$ cat config.mk
export PLATFORM = sky130hd
export DESIGN_NAME = lisp_token_scanner
export DESIGN_NICKNAME = d
export VERILOG_FILES = /design/src/design/lts_pkg.sv /design/src/design/lisp_token_scanner.sv /design/src/design/lts_front.sv /design/src/design/lts_queue.sv /design/src/design/lts_back.sv
export SDC_FILE = /design/constraint.sdc
export NUM_CORES = 1
export LEC_CHECK = 0
export ABC_CLOCK_PERIOD_IN_PS = 5900
export BUFFER_PORTS_ARGS = -buffer_cell sky130_fd_sc_hd__buf_4
export CAP_MARGIN = 0
export CORE_ASPECT_RATIO = 0.7
export CORE_UTILIZATION = 57
export CTS_CLUSTER_DIAMETER = 50
export DETAILED_ROUTE_END_ITERATION = 10
export PLACE_DENSITY = 0.73
export SKIP_LAST_GASP = 1
export SYNTH_ARGS = -nofsm -noshare
export SYNTH_HDL_FRONTEND = slang
export SYNTH_SLANG_ARGS = --single-unit
export TNS_END_PERCENT = 10
$ cat constraint.sdc
create_clock -name clk -period 5.9 [get_ports clk]
set_input_delay 1.18 -clock clk [delete_from_list [all_inputs] [get_ports clk]]
set_output_delay 1.18 -clock clk [all_outputs]
set_load 0.01 [all_outputs]
$ cat src/design/lts_pkg.sv
// lisp token scanner package: character codes, scan modes and token records
`timescale 1ns / 1ps

package lts_pkg;

  typedef enum logic [2:0] {
    MODE_IDLE    = 3'd0,
    MODE_COMMENT = 3'd1,
    MODE_ATOM    = 3'd2,
    MODE_STRING  = 3'd3,
    MODE_ESCAPE  = 3'd4,
    MODE_TILDE   = 3'd5
  } scan_mode_t;

  localparam logic [2:0] TK_SPECIAL = 3'd0;
  localparam logic [2:0] TK_PAIR    = 3'd1;
  localparam logic [2:0] TK_STRING  = 3'd2;
  localparam logic [2:0] TK_ATOM    = 3'd3;
  localparam logic [2:0] TK_ERROR   = 3'd4;

  localparam logic KIND_CHAR = 1'b0;
  localparam logic KIND_EOS  = 1'b1;

  localparam logic [7:0] CH_TILDE     = 8'h7E;
  localparam logic [7:0] CH_AT        = 8'h40;
  localparam logic [7:0] CH_QUOTE     = 8'h22;
  localparam logic [7:0] CH_SEMI      = 8'h3B;
  localparam logic [7:0] CH_COMMA     = 8'h2C;
  localparam logic [7:0] CH_BACKSLASH = 8'h5C;
  localparam logic [7:0] CH_NEWLINE   = 8'h0A;
  localparam logic [7:0] CH_CARET     = 8'h5E;
  localparam logic [7:0] CH_SPACE     = 8'h20;
  localparam logic [7:0] CH_CR        = 8'h0D;
  localparam logic [7:0] CH_TAB       = 8'h09;
  localparam logic [7:0] CH_LBRACKET  = 8'h5B;
  localparam logic [7:0] CH_RBRACKET  = 8'h5D;
  localparam logic [7:0] CH_LBRACE    = 8'h7B;
  localparam logic [7:0] CH_RBRACE    = 8'h7D;
  localparam logic [7:0] CH_LPAREN    = 8'h28;
  localparam logic [7:0] CH_RPAREN    = 8'h29;
  localparam logic [7:0] CH_APOS      = 8'h27;
  localparam logic [7:0] CH_BACKTICK  = 8'h60;

  localparam logic [15:0] LINE_MAX = 16'hFFFF;

  typedef struct packed {
    logic [2:0]  kind;
    logic [15:0] start;
    logic [15:0] length;
    logic [15:0] line;
  } token_t;

  // one queue entry holds every token that a single item produces
  typedef struct packed {
    token_t first;
    token_t second;
    logic   two;
  } entry_t;

  function automatic logic is_special(input logic [7:0] c);
    return c == CH_LBRACKET || c == CH_RBRACKET || c == CH_LBRACE || c == CH_RBRACE ||
           c == CH_LPAREN || c == CH_RPAREN || c == CH_APOS || c == CH_BACKTICK ||
           c == CH_CARET || c == CH_AT;
  endfunction

  function automatic logic is_delim(input logic [7:0] c);
    return c == CH_SPACE || c == CH_CR || c == CH_TAB || c == CH_NEWLINE ||
           c == CH_LBRACKET || c == CH_RBRACKET || c == CH_LBRACE || c == CH_RBRACE ||
           c == CH_LPAREN || c == CH_RPAREN || c == CH_APOS || c == CH_QUOTE ||
           c == CH_BACKTICK || c == CH_COMMA || c == CH_SEMI;
  endfunction

endpackage

$ cat src/design/lisp_token_scanner.sv
// lisp token scanner top level: front end, entry queue and output stage
//
//   port group                      dir   role
//   char_valid/char_ready           in    source items: kind, char_code
//   token_valid/token_ready         out   token items: token_kind, start_offset,
//                                         token_length, line_number, last_of_run
//
// one character item per clock while char_ready is high; an item that ends one token and starts a special
// gives two token items, sent one after the other by the output stage
// first token passes through the entry queue and the output register after its character is taken
// char_ready drops only while the entry queue is full
// synchronous reset returns to idle scan, offset 0, line 1, empty queue
`timescale 1ns / 1ps

module lisp_token_scanner #(
  parameter int OFFSET_BITS = 16,
  parameter int QUEUE_DEPTH = 4
) (
  input  logic        clk,
  input  logic        rst,
  input  logic        char_valid,
  output logic        char_ready,
  input  logic        kind,
  input  logic [7:0]  char_code,
  output logic        token_valid,
  input  logic        token_ready,
  output logic [2:0]  token_kind,
  output logic [15:0] start_offset,
  output logic [15:0] token_length,
  output logic [15:0] line_number,
  output logic        last_of_run
);

  lts_pkg::entry_t push_entry, head;
  lts_pkg::token_t token_out;
  logic            push_valid, queue_full, queue_empty, pop;

  lts_front #(
    .OFFSET_BITS(OFFSET_BITS)
  ) u_front (
    .clk       (clk),
    .rst       (rst),
    .char_valid(char_valid),
    .char_ready(char_ready),
    .kind      (kind),
    .char_code (char_code),
    .queue_full(queue_full),
    .push_valid(push_valid),
    .push_entry(push_entry)
  );

  lts_queue #(
    .DEPTH(QUEUE_DEPTH)
  ) u_queue (
    .clk       (clk),
    .rst       (rst),
    .push      (push_valid),
    .push_entry(push_entry),
    .pop       (pop),
    .head      (head),
    .full      (queue_full),
    .empty     (queue_empty)
  );

  lts_back u_back (
    .clk        (clk),
    .rst        (rst),
    .head       (head),
    .empty      (queue_empty),
    .pop        (pop),
    .token_valid(token_valid),
    .token_ready(token_ready),
    .token_out  (token_out),
    .token_last (last_of_run)
  );

  assign token_kind   = token_out.kind;
  assign start_offset = token_out.start;
  assign token_length = token_out.length;
  assign line_number  = token_out.line;

endmodule

$ cat src/design/lts_front.sv
// scanner front end: takes characters, tracks scan state, builds token entries
`timescale 1ns / 1ps

module lts_front #(
  parameter int OFFSET_BITS = 16
) (
  input  logic            clk,
  input  logic            rst,
  input  logic            char_valid,
  output logic            char_ready,
  input  logic            kind,
  input  logic [7:0]      char_code,
  input  logic            queue_full,
  output logic            push_valid,
  output lts_pkg::entry_t push_entry
);

  localparam logic [OFFSET_BITS-1:0] OFFSET_MAX = '1;

  lts_pkg::scan_mode_t    mode, mode_next;
  logic [OFFSET_BITS-1:0] token_start, token_start_next;
  logic [OFFSET_BITS-1:0] current_offset;
  logic [15:0]            line_count, line_next;

  logic                   accept;
  logic [OFFSET_BITS-1:0] pos, pos_next, start_after;
  logic                   line_inc;
  logic                   first_hit, idle_hit, do_idle;
  logic [2:0]             first_kind;
  logic [OFFSET_BITS-1:0] first_stop;
  lts_pkg::token_t        tok_a, tok_b;

  function automatic lts_pkg::token_t make_token(input logic [2:0] tk,
                                                 input logic [OFFSET_BITS-1:0] start,
                                                 input logic [OFFSET_BITS-1:0] stop,
                                                 input logic [15:0] line);
    lts_pkg::token_t        t;
    logic [OFFSET_BITS-1:0] diff;
    diff = (stop >= start) ? stop - start : '0;
    t.kind   = tk;
    t.start  = 16'(start);
    t.length = (32'(diff) > 32'd65535) ? 16'hFFFF : 16'(diff);
    t.line   = line;
    return t;
  endfunction

  assign char_ready  = !queue_full;
  assign accept      = char_valid && !queue_full;
  assign pos         = current_offset;
  assign pos_next    = (pos == OFFSET_MAX) ? pos : pos + 1'b1;
  assign start_after = (token_start == OFFSET_MAX) ? token_start : token_start + 1'b1;

  always_comb begin
    mode_next        = mode;
    token_start_next = token_start;
    line_inc         = 1'b0;
    first_hit        = 1'b0;
    first_kind       = lts_pkg::TK_ATOM;
    first_stop       = pos;
    do_idle          = 1'b0;
    idle_hit         = 1'b0;

    if (kind == lts_pkg::KIND_EOS) begin
      case (mode)
        lts_pkg::MODE_ATOM: begin
          first_hit = 1'b1;
        end
        lts_pkg::MODE_TILDE: begin
          first_hit  = 1'b1;
          first_kind = lts_pkg::TK_SPECIAL;
          first_stop = start_after;
        end
        lts_pkg::MODE_STRING, lts_pkg::MODE_ESCAPE: begin
          first_hit  = 1'b1;
          first_kind = lts_pkg::TK_ERROR;
        end
        default: begin
        end
      endcase
    end else begin
      case (mode)
        lts_pkg::MODE_COMMENT: begin
          if (char_code == lts_pkg::CH_NEWLINE) begin
            line_inc  = 1'b1;
            mode_next = lts_pkg::MODE_IDLE;
          end
        end
        lts_pkg::MODE_ATOM: begin
          if (lts_pkg::is_delim(char_code)) begin
            first_hit = 1'b1;
            do_idle   = 1'b1;
          end
        end
        lts_pkg::MODE_TILDE: begin
          first_hit = 1'b1;
          if (char_code == lts_pkg::CH_AT) begin
            first_kind = lts_pkg::TK_PAIR;
            first_stop = pos_next;
            mode_next  = lts_pkg::MODE_IDLE;
          end else begin
            first_kind = lts_pkg::TK_SPECIAL;
            do_idle    = 1'b1;
          end
        end
        lts_pkg::MODE_STRING, lts_pkg::MODE_ESCAPE: begin
          if (mode == lts_pkg::MODE_ESCAPE &&
              (char_code == lts_pkg::CH_BACKSLASH || char_code == lts_pkg::CH_QUOTE)) begin
            mode_next = lts_pkg::MODE_STRING;
          end else if (char_code == lts_pkg::CH_QUOTE) begin
            first_hit  = 1'b1;
            first_kind = lts_pkg::TK_STRING;
            first_stop = pos_next;
            mode_next  = lts_pkg::MODE_IDLE;
          end else if (char_code == lts_pkg::CH_BACKSLASH) begin
            mode_next = lts_pkg::MODE_ESCAPE;
          end else begin
            line_inc  = (char_code == lts_pkg::CH_NEWLINE);
            mode_next = lts_pkg::MODE_STRING;
          end
        end
        default: begin
          do_idle = 1'b1;
        end
      endcase

      // byte handled as if it arrived with nothing open
      if (do_idle) begin
        mode_next = lts_pkg::MODE_IDLE;
        if (char_code == lts_pkg::CH_SPACE || char_code == lts_pkg::CH_CR ||
            char_code == lts_pkg::CH_TAB || char_code == lts_pkg::CH_COMMA) begin
          mode_next = lts_pkg::MODE_IDLE;
        end else if (char_code == lts_pkg::CH_NEWLINE) begin
          line_inc = 1'b1;
        end else if (char_code == lts_pkg::CH_SEMI) begin
          mode_next = lts_pkg::MODE_COMMENT;
        end else if (char_code == lts_pkg::CH_TILDE) begin
          token_start_next = pos;
          mode_next        = lts_pkg::MODE_TILDE;
        end else if (lts_pkg::is_special(char_code)) begin
          idle_hit = 1'b1;
        end else if (char_code == lts_pkg::CH_QUOTE) begin
          token_start_next = pos;
          mode_next        = lts_pkg::MODE_STRING;
        end else begin
          token_start_next = pos;
          mode_next        = lts_pkg::MODE_ATOM;
        end
      end
    end
  end

  assign line_next = (line_inc && line_count != lts_pkg::LINE_MAX) ? line_count + 16'd1
                                                                   : line_count;

  assign tok_a = make_token(first_kind, token_start, first_stop, line_count);
  assign tok_b = make_token(lts_pkg::TK_SPECIAL, pos, pos_next, line_count);

  assign push_valid        = accept && (first_hit || idle_hit);
  assign push_entry.first  = first_hit ? tok_a : tok_b;
  assign push_entry.second = tok_b;
  assign push_entry.two    = first_hit && idle_hit;

  always_ff @(posedge clk) begin
    if (rst) begin
      mode           <= lts_pkg::MODE_IDLE;
      token_start    <= '0;
      current_offset <= '0;
      line_count     <= 16'd1;
    end else if (accept) begin
      if (kind == lts_pkg::KIND_EOS) begin
        mode           <= lts_pkg::MODE_IDLE;
        token_start    <= '0;
        current_offset <= '0;
        line_count     <= 16'd1;
      end else begin
        mode           <= mode_next;
        token_start    <= token_start_next;
        current_offset <= pos_next;
        line_count     <= line_next;
      end
    end
  end

endmodule

$ cat src/design/lts_queue.sv
// short queue of token entries between scanner front end and output stage
`timescale 1ns / 1ps

module lts_queue #(
  parameter int DEPTH = 4
) (
  input  logic            clk,
  input  logic            rst,
  input  logic            push,
  input  lts_pkg::entry_t push_entry,
  input  logic            pop,
  output lts_pkg::entry_t head,
  output logic            full,
  output logic            empty
);

  localparam int PTR_W = (DEPTH > 1) ? $clog2(DEPTH) : 1;
  localparam int CNT_W = $clog2(DEPTH + 1);

  lts_pkg::entry_t  entries [DEPTH];
  logic [PTR_W-1:0] wr_ptr, rd_ptr;
  logic [CNT_W-1:0] count;
  logic             do_push, do_pop;

  assign full    = (count == CNT_W'(DEPTH));
  assign empty   = (count == '0);
  assign do_push = push && !full;
  assign do_pop  = pop && !empty;
  assign head    = entries[rd_ptr];

  always_ff @(posedge clk) begin
    if (do_push) begin
      entries[wr_ptr] <= push_entry;
    end
  end

  always_ff @(posedge clk) begin
    if (rst) begin
      wr_ptr <= '0;
      rd_ptr <= '0;
      count  <= '0;
    end else begin
      if (do_push) begin
        wr_ptr <= (wr_ptr == PTR_W'(DEPTH - 1)) ? '0 : wr_ptr + 1'b1;
      end
      if (do_pop) begin
        rd_ptr <= (rd_ptr == PTR_W'(DEPTH - 1)) ? '0 : rd_ptr + 1'b1;
      end
      if (do_push && !do_pop) begin
        count <= count + 1'b1;
      end else if (do_pop && !do_push) begin
        count <= count - 1'b1;
      end
    end
  end

endmodule

$ cat src/design/lts_back.sv
// output stage: splits queue entries into single tokens and holds the output register
`timescale 1ns / 1ps

module lts_back (
  input  logic            clk,
  input  logic            rst,
  input  lts_pkg::entry_t head,
  input  logic            empty,
  output logic            pop,
  output logic            token_valid,
  input  logic            token_ready,
  output lts_pkg::token_t token_out,
  output logic            token_last
);

  logic phase;
  logic out_free, load;

  assign out_free = !token_valid || token_ready;
  assign load     = out_free && !empty;
  // an entry leaves the queue once its last token is loaded
  assign pop      = load && (phase || !head.two);

  always_ff @(posedge clk) begin
    if (rst) begin
      token_valid <= 1'b0;
      phase       <= 1'b0;
    end else if (out_free) begin
      token_valid <= !empty;
      if (load) begin
        phase <= !pop;
      end
    end
  end

  always_ff @(posedge clk) begin
    if (load) begin
      token_out  <= phase ? head.second : head.first;
      token_last <= phase || !head.two;
    end
  end

endmodule
==> impl_metrics.json <==
{
  "hold_path.class": "reg2reg",
  "core_um2": 34900,
  "htreeDepth": 2,
  "antennaDiodeCount": 0,
  "critPathKind": "in2reg",
  "drive_gt1_share_pct": 20.2,
  "synth_top_cell_area_share_pct": 57.2,
  "vias": 12700,
  "rsz0062_at_grt": "false",
  "final_area_um2": 22900,
  "dpl_cell_area_um2": 21500,
  "worst_pin_slew_ns": 0.950,
  "syn_area_um2": 20400,
  "yosysWarnings": 0,
  "initial_core_util_pct": 58.3,
  "synth.lib_cells_used.distinct": 80,
  "ir_drop_uv": 491,
  "via_per_inst": 6.40,
  "gp_congestion": 0.961,
  "yosysSeqAreaShare_pct": 63.3,
  "antenna_found_initial": 0,
  "post_cts_resized": 0,
  "wl_mm": 49.3,
  "relSlewSlack_pct": 36.6,
  "total_power_w": 0.00823,
  "ioPinCount": 67,
  "worstPathArrival_ns": 5.32,
  "drc": 0,
  "ys.flop_type": "edfxtp_1",
  "multiInputGateArea_um2": 6990,
  "grt_pass1_wl_mm": 75.2,
  "cts_root_buf": "clkbuf_16",
  "numCtsBuffers": 43,
  "crit_fanout": 9,
  "clock.fmax_mhz": 198,
  "final_util_pct": 65.5,
  "postRouteAntennaNets": 0,
  "synth.top_cells.by_area": "edfxtp_1, mux4_2, dfxtp_1",
  "hpwl_mm": 32.1,
  "status": "complete, no violations",
  "async_reset_ff_share_pct": 0,
  "postCtsHoldBufs": 0,
  "fin_worst_skew_ns": 0.0187,
  "synth-edff-count": 388,
  "cts_tree": "done",
  "grt_start_max_net_pins": 58,
  "wl_per_cell_um": 24.8,
  "dieArea_um2": 36500,
  "synthCells": 1411,
  "cap_violations": 0,
  "cp.required_ns": 6.18,
  "setup_violations": 0,
  "syn_avg_cell_area_um2": 14.4,
  "port_buffers": 66,
  "clock_sinks": 450,
  "fin_crit_sh_pct": 85.4,
  "cts_setup_buffers": 0,
  "final_max_slew_viol_count": 0,
  "tns_ns": 0,
  "fp.dieH_um": 160,
  "syn2layout_area_growth_pct": 12.3,
  "final_hold_viol_count": 0,
  "synth_nets": 1468,
  "period_minus_slack_ns": 5.04,
  "clkTransAtPathRegs_ns": 0.06,
  "first_global_vias": 12400,
  "rows": 57,
  "crit_path_start_kind": "input port",
  "endpoint_kind": "register",
  "whs_ns": 0.513,
  "drtIter0Drc": 1386,
  "synth_largest_area_cell": "edfxtp_1",
  "grt_use_total_pct": 27.2,
  "die_w_um": 228,
  "final_nets": 1540,
  "clk_latency_ns": 0.56,
  "leakage_nw": 7.70,
  "synth-seq-cells": 450,
  "drtPass1Iterations": 7,
  "powerDensity_nw_per_um2": 359,
  "max-clock-path-buffers": 3,
  "nFillCells": 2521,
  "globalRouteOverflowTotal": 0,
  "seq_area_um2": 12900
}
[worst max-delay path: stages]
cell,delay [ns]
buf_4,0.15
nor4_2,0.34
nand2_1,0.17
o32ai_2,0.46
a21oi_1,0.28
a21oi_1,0.18
o22ai_1,0.09
a41oi_1,0.21
ha_1,0.32
nor2b_1,0.17
o31a_1,0.27
o311a_1,0.32
o31ai_1,0.40
o21ai_1,0.13
and2_1,0.32
a32o_1,0.32
[layout by cell type, fill, tap and decap left out, types with 37 or more instances in the layout]
cell type / netlist / layout
a21oi_1: 64 / 63
inv_1: 54 / 54
nand3_1: 46 / 46
ha_1: 41 / 41
edfxtp_1: 388 / 388
nor2_1: 76 / 76
o21ai_0: 38 / 38
nand2_1: 76 / 76
mux4_2: 84 / 84
clkbuf_16: 0 / 44
buf_4: 7 / 96
dfxtp_1: 62 / 59
xnor2_1: 37 / 37
[report_power, final]
group          switching (W)  internal [W]
clock                0.00116       0.00153
sequential          0.000150       0.00383
combinational       0.000845      0.000710
total                0.00215       0.00607
[cell families after synthesis]
group	after synthesis	synth area share (%)
AOI/OAI and AO/OA	267	8.85
xor gates and xnor gates	57	2.45
adders and majority gates	44	2.81
buffers and inverters	127	2.62
DFF	450	63.3
muxes	122	11.4
and+or+nand+nor	344	8.66
[final cells by class]
cell class / instances / area share, %
Clock buffer: 63 / 5.47
Timing Repair Buffer: 100 / 3.50
Tap cell: 472 / 2.58
Inverter: 54 / 0.886
Sequential cell: 450 / 56.4
Multi-Input combinational cell: 834 / 30.6
Clock inverter: 16 / 0.634
[Yosys cell counts, drive strengths merged (37+ instances only)]
master,instances
edfxtp,388
mux4,84
nand2,76
nor2,76
o21ai,65
a21oi,64
dfxtp,62
inv,54
nand3,46
ha,41
clkbuf,40
xnor2,37
[worst paths after layout]
| path | cells after the start | slack (ns) | from | to |
|---|---|---|---|---|
| worst max-delay path | 16 | 0.86 | char_code[0] | u_queue.entries[1][72]$_DFFE_PP_ |
| worst min-delay path | 2 | 0.51 | u_back.token_valid$_SDFFE_PP0N_ | u_back.token_valid$_SDFFE_PP0N_ |
| worst max register to register | 15 | 0.93 | u_front.token_start[1]$_SDFFE_PP0P_ | u_queue.entries[2][80]$_DFFE_PP_ |
| worst min register to register | 2 | 0.51 | u_back.token_valid$_SDFFE_PP0N_ | u_back.token_valid$_SDFFE_PP0N_ |
[metrics by stage]
step / std cells / setup WS (ns)
2_1_floorplan: 1411 / 0.559
3_3_place_gp: 1910 / 0.435
3_5_place_dp: 1910 / 0.420
4_1_cts: 1989 / 0.968
5_1_grt: 1989 / 0.584
6_report: 1989 / 0.861
[registers in the layout, summed over array words and instances, names as in the netlist, named ones only]
| register | count |
|---|---|
| u_back.phase | 1 |
| u_back.token_last | 1 |
| u_back.token_out | 51 |
| u_back.token_valid | 1 |
| u_front.current_offset | 16 |
| u_front.line_count | 16 |
| u_front.mode | 3 |
| u_front.token_start | 16 |
| u_queue.count | 3 |
| u_queue.entries | 336 |
| u_queue.rd_ptr | 2 |
| u_queue.wr_ptr | 2 |
[layer usage]
metal,share of wire [%],vias up,GRT usage (%)
met2,44,603,40.0
met3,9.6,56,6.21
met1,45,6400,42.1
li1,-,5670,-
met5,0,-,0
met4,1.3,0,5.06
No activity file was read; power rests on OpenSTA's default activity.
